--- src/eust_pkg.sv ---
// Shared types, constants and the month-length table for the summer-time shift.
// No dependencies; every module of the block imports it.
package eust_pkg;

    localparam int unsigned YEAR_W  = 12;
    localparam int unsigned MONTH_W = 4;
    localparam int unsigned DAY_W   = 5;
    localparam int unsigned HOUR_W  = 5;
    localparam int unsigned CENT_W  = 6;
    localparam int unsigned SUM_W   = 9;

    // Reciprocal multipliers: y/100 = (y*5243)>>19, s/7 = (s*293)>>11 over the used ranges.
    localparam int unsigned DIV100_MUL   = 5243;
    localparam int unsigned DIV100_SHIFT = 19;
    localparam int unsigned DIV7_MUL     = 293;
    localparam int unsigned DIV7_SHIFT   = 11;

    localparam logic [MONTH_W-1:0] MONTH_MAR = 4'd3;
    localparam logic [MONTH_W-1:0] MONTH_APR = 4'd4;
    localparam logic [MONTH_W-1:0] MONTH_SEP = 4'd9;
    localparam logic [MONTH_W-1:0] MONTH_OCT = 4'd10;

    // Zeller month terms (13*(m+1))/5 for March and October, plus day 31.
    localparam logic [SUM_W-1:0] ZEL_MAR   = 9'd10;
    localparam logic [SUM_W-1:0] ZEL_OCT   = 9'd28;
    localparam logic [SUM_W-1:0] LAST_DAY  = 9'd31;
    localparam logic [DAY_W-1:0] MONTH_END = 5'd31;

    localparam logic [HOUR_W-1:0] HOUR_MAX     = 5'd23;
    localparam logic [HOUR_W-1:0] HOUR_SPRING  = 5'd2;
    localparam logic [HOUR_W-1:0] HOUR_AUTUMN  = 5'd3;

    typedef struct packed {
        logic               action;
        logic [YEAR_W-1:0]  in_year;
        logic [MONTH_W-1:0] in_month;
        logic [DAY_W-1:0]   in_day;
        logic [HOUR_W-1:0]  in_hour;
    } item_t;

    typedef struct packed {
        logic [YEAR_W-1:0]  out_year;
        logic [MONTH_W-1:0] out_month;
        logic [DAY_W-1:0]   out_day;
        logic [HOUR_W-1:0]  out_hour;
        logic               summer_time;
    } result_t;

    typedef struct packed {
        item_t             item;
        logic [CENT_W-1:0] cent;
    } cen_t;

    typedef struct packed {
        item_t            item;
        logic [DAY_W-1:0] last_sun;
    } sun_t;

    // Days per month, February without leap day; codes outside 1..12 read 31.
    function automatic logic [DAY_W-1:0] month_len(input logic [MONTH_W-1:0] m);
        logic [DAY_W-1:0] len;
        unique case (m)
            4'd2:                    len = 5'd28;
            4'd4, 4'd6, 4'd9, 4'd11: len = 5'd30;
            default:                 len = 5'd31;
        endcase
        return len;
    endfunction

endpackage

--- src/eust_century.sv ---
// First pipeline stage: splits off the century of the year by reciprocal multiply.
// Depends on eust_pkg.
module eust_century (
    input  logic          clk,
    input  logic          rst_n,
    input  logic          up_valid,
    output logic          up_stall,
    input  eust_pkg::item_t up_item,
    output logic          dn_valid,
    input  logic          dn_stall,
    output eust_pkg::cen_t dn_data
);
    import eust_pkg::*;

    localparam int unsigned PROD_W = YEAR_W + 13;

    logic              valid_reg;
    cen_t              data_reg;
    cen_t              data_next;
    logic [PROD_W-1:0] prod;

    assign prod = PROD_W'(up_item.in_year) * PROD_W'(DIV100_MUL);

    always_comb
    begin
        data_next.item = up_item;
        data_next.cent = prod[DIV100_SHIFT +: CENT_W];
    end

    assign up_stall = valid_reg && dn_stall;

    always_ff @(posedge clk or negedge rst_n)
    begin
        if (!rst_n)
        begin
            valid_reg <= 1'b0;
        end
        else if (!up_stall)
        begin
            valid_reg <= up_valid;
        end
    end

    always_ff @(posedge clk)
    begin
        if (!up_stall && up_valid)
        begin
            data_reg <= data_next;
        end
    end

    assign dn_valid = valid_reg;
    assign dn_data  = data_reg;
endmodule

--- src/eust_lastsun.sv ---
// Second and third pipeline stages: Zeller sum, then mod 7 and the last-Sunday date.
// Depends on eust_pkg.
module eust_lastsun (
    input  logic           clk,
    input  logic           rst_n,
    input  logic           up_valid,
    output logic           up_stall,
    input  eust_pkg::cen_t up_data,
    output logic           dn_valid,
    input  logic           dn_stall,
    output eust_pkg::sun_t dn_data
);
    import eust_pkg::*;

    localparam int unsigned REM_W  = 7;
    localparam int unsigned PROD_W = 2 * SUM_W;
    localparam int unsigned QUO_W  = PROD_W - DIV7_SHIFT;

    // stage B: weekday sum
    logic              b_valid_reg;
    item_t             b_item_reg;
    logic [SUM_W-1:0]  b_sum_reg;
    logic [SUM_W-1:0]  b_sum_next;
    logic              b_stall;
    logic [YEAR_W-1:0] cent100;
    logic [YEAR_W-1:0] yrem_w;
    logic [REM_W-1:0]  yrem;
    logic [SUM_W-1:0]  zel_m;

    // stage C: last Sunday
    logic              c_valid_reg;
    sun_t              c_data_reg;
    sun_t              c_data_next;
    logic [PROD_W-1:0] prod;
    logic [QUO_W-1:0]  quo;
    logic [SUM_W-1:0]  quo7;
    logic [SUM_W-1:0]  rem_w;
    logic [2:0]        rem;
    logic [2:0]        wday;

    always_comb
    begin
        cent100 = (YEAR_W'(up_data.cent) << 6) + (YEAR_W'(up_data.cent) << 5)
                + (YEAR_W'(up_data.cent) << 2);
        yrem_w  = up_data.item.in_year - cent100;
        yrem    = yrem_w[REM_W-1:0];
        zel_m   = (up_data.item.in_month == MONTH_OCT) ? ZEL_OCT : ZEL_MAR;
        b_sum_next = LAST_DAY + zel_m + SUM_W'(yrem) + SUM_W'(yrem[REM_W-1:2])
                   + SUM_W'(up_data.cent[CENT_W-1:2]) + (SUM_W'(up_data.cent) << 2)
                   + SUM_W'(up_data.cent);
    end

    assign up_stall = b_valid_reg && b_stall;

    always_ff @(posedge clk or negedge rst_n)
    begin
        if (!rst_n)
        begin
            b_valid_reg <= 1'b0;
        end
        else if (!up_stall)
        begin
            b_valid_reg <= up_valid;
        end
    end

    always_ff @(posedge clk)
    begin
        if (!up_stall && up_valid)
        begin
            b_item_reg <= up_data.item;
            b_sum_reg  <= b_sum_next;
        end
    end

    always_comb
    begin
        prod  = PROD_W'(b_sum_reg) * PROD_W'(DIV7_MUL);
        quo   = prod[PROD_W-1:DIV7_SHIFT];
        quo7  = (SUM_W'(quo) << 3) - SUM_W'(quo);
        rem_w = b_sum_reg - quo7;
        rem   = rem_w[2:0];
        // Zeller gives 0 = Saturday; rotate to 0 = Sunday
        wday  = (rem == 3'd0) ? 3'd6 : (rem - 3'd1);
        c_data_next.item     = b_item_reg;
        c_data_next.last_sun = MONTH_END - DAY_W'(wday);
    end

    assign b_stall = c_valid_reg && dn_stall;

    always_ff @(posedge clk or negedge rst_n)
    begin
        if (!rst_n)
        begin
            c_valid_reg <= 1'b0;
        end
        else if (!b_stall)
        begin
            c_valid_reg <= b_valid_reg;
        end
    end

    always_ff @(posedge clk)
    begin
        if (!b_stall && b_valid_reg)
        begin
            c_data_reg <= c_data_next;
        end
    end

    assign dn_valid = c_valid_reg;
    assign dn_data  = c_data_reg;
endmodule

--- src/eust_shift.sv ---
// Final pipeline stage: summer-time decision and one-hour shift into the output register.
// Depends on eust_pkg.
module eust_shift (
    input  logic              clk,
    input  logic              rst_n,
    input  logic              up_valid,
    output logic              up_stall,
    input  eust_pkg::sun_t    up_data,
    output logic              dn_valid,
    input  logic              dn_stall,
    output eust_pkg::result_t dn_data
);
    import eust_pkg::*;

    logic               valid_reg;
    result_t            data_reg;
    result_t            data_next;
    item_t              it;
    logic               summer;
    logic               mar_on;
    logic               oct_on;
    logic [DAY_W:0]     day_inc;
    logic [MONTH_W-1:0] prev_month;

    always_comb
    begin
        it         = up_data.item;
        mar_on     = (it.in_day > up_data.last_sun)
                   || ((it.in_day == up_data.last_sun) && (it.in_hour >= HOUR_SPRING));
        oct_on     = (it.in_day < up_data.last_sun)
                   || ((it.in_day == up_data.last_sun) && (it.in_hour < HOUR_AUTUMN));
        summer     = ((it.in_month >= MONTH_APR) && (it.in_month <= MONTH_SEP))
                   || ((it.in_month == MONTH_MAR) && mar_on)
                   || ((it.in_month == MONTH_OCT) && oct_on);
        day_inc    = {1'b0, it.in_day} + (DAY_W+1)'(1);
        prev_month = it.in_month - MONTH_W'(1);

        data_next.out_year    = it.in_year;
        data_next.out_month   = it.in_month;
        data_next.out_day     = it.in_day;
        data_next.out_hour    = it.in_hour;
        data_next.summer_time = summer;

        if (summer && !it.action)
        begin
            if (it.in_hour >= HOUR_MAX)
            begin
                data_next.out_hour = '0;
                if (day_inc > {1'b0, month_len(it.in_month)})
                begin
                    data_next.out_day   = DAY_W'(1);
                    data_next.out_month = it.in_month + MONTH_W'(1);
                end
                else
                begin
                    data_next.out_day = day_inc[DAY_W-1:0];
                end
            end
            else
            begin
                data_next.out_hour = it.in_hour + HOUR_W'(1);
            end
        end
        else if (summer && it.action)
        begin
            if (it.in_hour != '0)
            begin
                data_next.out_hour = it.in_hour - HOUR_W'(1);
            end
            else
            begin
                data_next.out_hour = HOUR_MAX;
                if (it.in_day > DAY_W'(1))
                begin
                    data_next.out_day = it.in_day - DAY_W'(1);
                end
                else
                begin
                    data_next.out_month = prev_month;
                    data_next.out_day   = month_len(prev_month);
                end
            end
        end
    end

    assign up_stall = valid_reg && dn_stall;

    always_ff @(posedge clk or negedge rst_n)
    begin
        if (!rst_n)
        begin
            valid_reg <= 1'b0;
        end
        else if (!up_stall)
        begin
            valid_reg <= up_valid;
        end
    end

    always_ff @(posedge clk)
    begin
        if (!up_stall && up_valid)
        begin
            data_reg <= data_next;
        end
    end

    assign dn_valid = valid_reg;
    assign dn_data  = data_reg;
endmodule

--- src/eu_summer_time_hour_shift.sv ---
// Top level of the EU summer-time hour shift: four-stage pipeline.
// Depends on eust_pkg, eust_century, eust_lastsun, eust_shift.
//
// Usage:
//   req channel (req_valid, req_stall, req): one date/hour item plus the
//   direction (action 0 adds an hour, 1 subtracts one, in summer time only).
//   rsp channel (rsp_valid, rsp_stall, rsp): the shifted date/hour and the
//   summer_time flag, one result per item, in order.
//   Throughput is one item per cycle while rsp_stall is low; the stages
//   are century split (reciprocal multiply), Zeller sum, mod 7 with
//   last-Sunday date, and decision/shift, in that order.
//   Each stage holds while its successor is full and stalled; an empty stage
//   fills even under stall, so up to four items are held before req_stall
//   rises. req_stall is combinational from rsp_stall and the stage valids.
//   Reset clears all stage valid bits; payload registers are not reset.
//   The year passes through unchanged; minutes and seconds are not handled.
module eu_summer_time_hour_shift (
    input  logic              clk,
    input  logic              rst_n,
    input  logic              req_valid,
    output logic              req_stall,
    input  eust_pkg::item_t   req,
    output logic              rsp_valid,
    input  logic              rsp_stall,
    output eust_pkg::result_t rsp
);
    import eust_pkg::*;

    logic cen_valid;
    logic cen_stall;
    cen_t cen_data;
    logic sun_valid;
    logic sun_stall;
    sun_t sun_data;

    eust_century u_century (
        .clk      (clk),
        .rst_n    (rst_n),
        .up_valid (req_valid),
        .up_stall (req_stall),
        .up_item  (req),
        .dn_valid (cen_valid),
        .dn_stall (cen_stall),
        .dn_data  (cen_data)
    );

    eust_lastsun u_lastsun (
        .clk      (clk),
        .rst_n    (rst_n),
        .up_valid (cen_valid),
        .up_stall (cen_stall),
        .up_data  (cen_data),
        .dn_valid (sun_valid),
        .dn_stall (sun_stall),
        .dn_data  (sun_data)
    );

    eust_shift u_shift (
        .clk      (clk),
        .rst_n    (rst_n),
        .up_valid (sun_valid),
        .up_stall (sun_stall),
        .up_data  (sun_data),
        .dn_valid (rsp_valid),
        .dn_stall (rsp_stall),
        .dn_data  (rsp)
    );
endmodule

--- config.mk ---
export PLATFORM = sky130hd
export DESIGN_NAME = eu_summer_time_hour_shift
export DESIGN_NICKNAME = d
export VERILOG_FILES = /design/src/eust_pkg.sv /design/src/eust_century.sv /design/src/eust_lastsun.sv /design/src/eust_shift.sv /design/src/eu_summer_time_hour_shift.sv
export SDC_FILE = /design/constraint.sdc
export NUM_CORES = 1
export LEC_CHECK = 0
export BUFFER_PORTS_ARGS = -buffer_cell sky130_fd_sc_hd__clkbuf_2
export CORE_ASPECT_RATIO = 1.75
export CORE_UTILIZATION = 25
export DETAILED_ROUTE_END_ITERATION = 7
export GPL_TIMING_DRIVEN = 0
export PLACE_DENSITY = 0.41
export SETUP_SLACK_MARGIN = 0.5
export SKIP_LAST_GASP = 1
export SYNTH_ARGS = -nofsm -noshare
export SYNTH_HDL_FRONTEND = slang
export SYNTH_SLANG_ARGS = --single-unit
export TNS_END_PERCENT = 50
--- constraint.sdc ---
create_clock -name clk -period 14.4 [get_ports clk]
set_input_delay 0.72 -clock clk [delete_from_list [all_inputs] [get_ports clk]]
set_output_delay 0.72 -clock clk [all_outputs]
set_load 0.005 [all_outputs]
==> impl_metrics.yaml, run 1 <==
clock_tree:
  clk_latency_ns: 0.43
  cts_tree: "yes"
  post_cts.resized_instances: 0
  cts.sink_count: 130
  ctsHtreeMaxLevel: 4
  ctsHoldBuffers: 0
  cts_root_buffer: "sky130_fd_sc_hd__clkbuf_16"
  tritoncts.num_buffers: 17
  clockBufferDepth: 2
  post-cts-setup-buffers: 0
  cts_clk_pin_slew_worst_paths_ns: 0.06
synth:
  syn_area_per_cell_um2: 11.8
  synth_compound_area_share_pct: 8.35
  synth_seq_area_share_pct: 39.6
  synthesis.area_um2: 9810
  synth_flop_cell: "sky130_fd_sc_hd__edfxtp_1"
  syn_nets: 1095
  synthSimpleGateAreaFrac_pct: 6.12
  synth_warnings: 0
  synth.mux.area_fraction_pct: 0.446
  post_synth_adder_cell_area_pct: 34.5
  yosys.area_share.xor_xnor_pct: 3.39
  synth_edf_count: 126
  ys_seq_elements: 130
  combinational_family_with_the_most_area_after_synthesis: "adder cells"
  yosysUniqueCellTypes: 63
  synth-async-reset-ratio_pct: 3.08
  synthesis.instances: 835
sta:
  worst_pin_slew_ns: 0.863
  final.setup.tns_ns: 0
  largest_clock_skew_in_the_final_design_ns: 0.00790
  layout_setup_ws_ns: 9.20
  final_hold_vios: 0
  holdWs_ns: 0.0830
  timing.fmax_mhz: 192
  min_period_over_period_pct: 36.1
  slew-limit-headroom_pct: 42.4
  count_of_endpoints_failing_setup_in_the_final_report: 0
  setup_repair_after_global_routing_missed_its_margin: "no"
  final-max-slew-violation-count: 0
  finalCriticalPeriod_ns: 5.20
floorplan:
  ios: 60
  floorplan.die.height_um: 264
  die_area_um2: 40100
  die_wd_um: 152
  floorplan.rows: 95
  starting_density_of_the_core_pct: 25.5
  core_area_um2: 38500
worst_setup_path:
  cp_data_arrival_time_ns: 5.38
  required_time_at_the_endpoint_of_the_critical_path_ns: 14.58
  timing.critical_path.cells: "ha_1, ha_1, ha_1, inv_1, fa_1, inv_1, ha_1, a2111oi_0, o21a_1, nor2_1, nor2_1, xnor2_1, ha_1, fa_1, xnor2_1, xnor2_1, xnor2_1, xnor2_1, mux2_2"
  timing.reg2reg.worst_path_depth: 19
  critPathKind: "reg2reg"
  crit_path_end_kind: "register"
  critical_path.max_fanout: 4
  critPathSlowestCell: "sky130_fd_sc_hd__fa_1"
  setup.worst_path.start_class: "register"
  critical-path-max-stage-delay_ns: 0.54
placed_design:
  buffer_ports.inserted: 59
  placement.setup.worst_slack_ns: 8.74
  dp_hpwl_um: 18500
  finalWeightedCongestion: 0.873
  postPlaceCellArea_um2: 10800
detailed_routing:
  post_route_wl_um: 22000
  ant_nets: 0
  vias: 6135
  residual_drc_count: 0
  drtIter0Drc: 159
  wire_per_inst_um: 15.6
  route.detailed.vias_per_inst: 4.34
  first_pass_iters: 4
global_routing:
  grt-ovfl-total: 0
  grtUsageTotal_pct: 11.9
  maximum_number_of_pins_on_one_net_before_global_route_repair: 34
  grt_first_pass_wirelength_um: 34700
  first_global_vias: 6669
  antenna_violations_before_repair: 0
status:
  run_status: "complete, no violations"
finish:
  area.sequential_um2: 3880
  design_area_um2: 11400
  drive_gt1_share_pct: 12.1
  num_antenna_cells: 0
  final_layout_net_count: 1175
  n_fill_cell: 4066
  mostFrequentLayoutCells: "sky130_fd_sc_hd__inv_1, sky130_fd_sc_hd__ha_1, sky130_fd_sc_hd__edfxtp_1, sky130_fd_sc_hd__fa_1, sky130_fd_sc_hd__clkbuf_2"
  commonest_non_fill_non_tap_cell_in_the_layout: "sky130_fd_sc_hd__inv_1"
  synthToLayoutAreaGrowth_pct: 16.1
  largest_reg_flops: 33
  multi_input_comb_area_um2: 5200
flow_run:
  max-cap-violations: 0
worst_hold_path:
  hold_path.class: "in2async"
-- logic make-up (layout without fill, tap and decap cells) --
| logic type | count (synthesis) | in the layout |
|---|---|---|
| adders and majority gates | 230 | 230 |
| buffers and inverters | 196 | 289 |
| DFF | 130 | 130 |
| AOI/OAI and AO/OA | 122 | 122 |
| and+or+nand+nor | 115 | 115 |
| xor gates and xnor gates | 38 | 38 |
| muxes | 4 | 4 |
-- Yosys cell counts, drive strengths merged, types with 5 or more instances --
cell type	instances	area (um^2)
a21boi	5	37.5
a21o	9	67.6
a21oi	33	165
and3	6	37.5
clkbuf	7	26.3
edfxtp	126	3780
fa	68	1360
ha	161	2010
inv	186	698
nand2	18	67.6
nand2b	9	56.3
nand3	10	50.1
nor2	28	105
nor2b	6	37.5
nor3	12	60.1
o21a	9	67.6
o21ai	26	130
xnor2	32	280
xor2	6	52.6
-- worst paths after layout --
check | end | slack, ns | start
max | u_lastsun.dn_data[2]$_DFFE_PP_ | 9.20 | u_lastsun.b_sum_reg[5]$_DFFE_PP_
min in group clk | u_lastsun.dn_data[16]$_DFFE_PP_ | 0.41 | u_lastsun.b_item_reg[11]$_DFFE_PP_
min | u_lastsun.b_valid_reg$_DFFE_PN0N_ | 0.08 | rst_n
max in group asynchronous | u_lastsun.dn_valid$_DFFE_PN0N_ | 14.18 | rst_n
min reg2reg | u_lastsun.dn_data[16]$_DFFE_PP_ | 0.41 | u_lastsun.b_item_reg[11]$_DFFE_PP_
max reg2reg | u_lastsun.dn_data[2]$_DFFE_PP_ | 9.20 | u_lastsun.b_sum_reg[5]$_DFFE_PP_
-- layer usage --
layer  share of wire [%]  vias up  global-route usage [%]
met5                   0        -                       0
met4                 2.5        0                    4.90
met3                 2.9       25                    2.26
met2                  62      101                    24.7
met1                  33     2995                    10.5
li1                    -     3014                       -
-- per-stage QoR --
step | cells | utilization [%]
after global placement | 1379 | 27.8
after CTS | 1413 | 29.6
after detailed placement | 1381 | 28.0
after global routing | 1413 | 29.6
final | 1413 | 29.6
after floorplan | 835 | -
-- area by class of cell --
type,instances,share of cell area [%]
Multi-Input combinational cell,509,45.7
Buffer,10,0.439
Clock inverter,14,1.47
Sequential cell,130,34.1
Timing Repair Buffer,61,3.01
Tap cell,485,5.33
Clock buffer,18,3.86
Inverter,186,6.13
-- critical path: cells and delay by family, from the launching register on --
kind | cells | cell delay [ns]
adders and majority gates | 7 | 2.34
xor gates and xnor gates | 5 | 0.85
AOI/OAI and AO/OA | 2 | 0.61
DFF | 1 | 0.49
muxes | 1 | 0.37
and+or+nand+nor | 2 | 0.20
buffers and inverters | 2 | 0.09
Power of run 1 is not shown: default switching activity piles up to over one toggle a cycle in this logic, so the estimate is an artifact.
==> run 2: changes to the inputs <==
Settings changed: ABC_AREA set to 1, PLACE_DENSITY 0.41 to 0.4.
Clock period 14.4 ns to 4.8 ns, I/O delays scaled along.
==> impl_metrics.yaml, run 2 <==
synth:
  library_cell_with_the_largest_summed_area_after_synthesis: "sky130_fd_sc_hd__edfxtp_1"
  synth_common_cells: "sky130_fd_sc_hd__inv_1, sky130_fd_sc_hd__nand2_1, sky130_fd_sc_hd__ha_1, sky130_fd_sc_hd__edfxtp_1, sky130_fd_sc_hd__fa_1"
  ys_seq_elements: 130
  syn_nets: 1355
  yosysUniqueCellTypes: 39
  synthesis.area_um2: 10600
  synth-async-reset-ratio_pct: 3.08
  synth_edf_count: 126
  synth_seq_area_share_pct: 36.7
  synthesis.instances: 1095
  synth.top_cells.by_area: "sky130_fd_sc_hd__edfxtp_1, sky130_fd_sc_hd__ha_1, sky130_fd_sc_hd__fa_1"
  syn_area_per_cell_um2: 9.67
  synth_warnings: 0
  synth_most_common_cell: "sky130_fd_sc_hd__inv_1"
  post-synth-top-area-fraction_pct: 35.7
  synth_flop_cell: "sky130_fd_sc_hd__edfxtp_1"
detailed_routing:
  wire_per_inst_um: 14.1
  ant_nets: 0
  post_route_wl_um: 25100
  residual_drc_count: 0
  first_pass_iters: 4
  route.detailed.vias_per_inst: 4.17
  vias: 7414
  drtIter0Drc: 259
sta:
  setup_repair_after_global_routing_missed_its_margin: "yes"
  timing.fmax_mhz: 232
  largest_clock_skew_in_the_final_design_ns: 0.00809
  min_period_over_period_pct: 90.0
  worst_pin_slew_ns: 1.21
  final_hold_vios: 0
  final-max-slew-violation-count: 0
  count_of_endpoints_failing_setup_in_the_final_report: 0
  slew-limit-headroom_pct: 19.3
  final.setup.tns_ns: 0
  finalCriticalPeriod_ns: 4.32
  layout_setup_ws_ns: 0.481
worst_setup_path:
  critPathKind: "reg2reg"
  critPathBufInv: 5
  setup.worst_path.start_class: "register"
  required_time_at_the_endpoint_of_the_critical_path_ns: 4.99
  critPathSlowestCell: "sky130_fd_sc_hd__fa_1"
  critical-path-max-stage-delay_ns: 0.54
  r2r_setup_slack_ns: 0.48
  critical_path.max_fanout: 3
  critical-path-top-delay-family: "adder cells"
  cp_data_arrival_time_ns: 4.50
  crit_path_end_kind: "register"
  timing.critical_path.cells: "ha_1, ha_1, inv_1, fa_1, fa_1, inv_1, ha_1, a21oi_2, nand2_2, xor2_2, ha_2, fa_2, xor2_1, nand2_1, nand2_1, inv_1, nand2_1, nand2_2, inv_2, nand2_4, nand3_2, nand2_1, inv_1"
finish:
  num_antenna_cells: 0
  drive_gt1_share_pct: 15.5
  mostFrequentLayoutCells: "sky130_fd_sc_hd__inv_1, sky130_fd_sc_hd__nand2_1, sky130_fd_sc_hd__ha_1, sky130_fd_sc_hd__edfxtp_1, sky130_fd_sc_hd__fa_1"
  final_layout_net_count: 1470
  synthToLayoutAreaGrowth_pct: 21.7
  largest_reg_flops: 33
  commonest_non_fill_non_tap_cell_in_the_layout: "sky130_fd_sc_hd__inv_1"
clock_tree:
  clockBufferDepth: 2
  ctsHtreeMaxLevel: 4
  cts_clk_pin_slew_worst_paths_ns: 0.06
  cts.sink_count: 130
  clk_latency_ns: 0.43
  cts_tree: "yes"
  cts_root_buffer: "sky130_fd_sc_hd__clkbuf_16"
  tritoncts.num_buffers: 17
global_routing:
  grtUsageMet3_pct: 1.93
  grt_first_pass_wirelength_um: 39600
  grt-ovfl-total: 0
  grt_util_met1_pct: 11.0
  first_global_vias: 7843
  grt_use_met2_pct: 26.3
  maximum_number_of_pins_on_one_net_before_global_route_repair: 31
  grt-busiest-layer: "met2"
  grtUsageTotal_pct: 12.3
  antenna_violations_before_repair: 0
placed_design:
  dp_hpwl_um: 21100
  finalWeightedCongestion: 0.881
  buffer_ports.inserted: 59
  placement.setup.worst_slack_ns: -0.0981
flow_run:
  max-cap-violations: 0
worst_hold_path:
  hold_path.class: "in2reg"
floorplan:
  die_wd_um: 158
  floorplan.rows: 99
  die_area_um2: 43200
  starting_density_of_the_core_pct: 25.4
  core_area_um2: 41700
  floorplan.die.height_um: 274
  ios: 60
status:
  run_status: "complete, no violations"
run 2: path summary, 6_finish.rpt:
path	from	endpoint	depth (start not counted)
setup / recovery	u_lastsun.b_sum_reg[6]$_DFFE_PP_	u_lastsun.dn_data[1]$_DFFE_PP_	23
hold / removal	req[6]	u_century.dn_data[12]$_DFFE_PP_	1
setup reg to reg	u_lastsun.b_sum_reg[6]$_DFFE_PP_	u_lastsun.dn_data[1]$_DFFE_PP_	23
hold reg to reg	u_century.dn_data[28]$_DFFE_PP_	u_lastsun.b_item_reg[22]$_DFFE_PP_	0
max in group asynchronous	rst_n	u_lastsun.b_valid_reg$_DFFE_PN0N_	2
min in group asynchronous	rst_n	u_shift.dn_valid$_DFFE_PN0N_	2
run 2: metrics by stage:
step / util [%] / instances / hold WS (ns) / area, um^2
CTS: 30.2 / 1767 / 0.00184 / 12600
floorplan: - / 1095 / -0.0556 / 10600
detailed placement: 28.0 / 1712 / 0.0529 / 11700
global placement: 27.7 / 1709 / 0.0501 / 11600
global route: 30.9 / 1777 / 0.0233 / 12900
finish: 30.9 / 1777 / 0.0398 / 12900
run 2: area by class of cell:
type	count	area (um^2)
clock buffer	18	429
timing repair buffer	96	664
tap	555	694
clock inverter	13	184
multi-input combinational	708	6020
fill	4377	28900
sequential	130	3880
buffer	10	73.8
inverter	247	927
run 2: kinds of logic after synthesis:
group / synth area share [%]
AND/OR/NAND/NOR: 14.7
flip-flops: 36.7
adder cells (fa/ha/maj): 31.9
buffers and inverters: 9.46
AO/OA/AOI/OAI: 4.49
XOR/XNOR: 2.81
run 2: what timing repair did:
action                     in CTS  in global routing
pin swaps                      21                 20
resized for setup              23                 34
hold buffers                   14                  1
buffers inserted               10                  9
hold endpoints to repair       17                  1
setup endpoints to repair      12                 13
run 2: per-layer routing:
layer	vias up	share of wire, %
li1	3775	-
met1	3515	34
met2	99	62
met3	25	1.8
met4	0	1.9
met5	-	0
Power of run 2 is left out for the same reason.
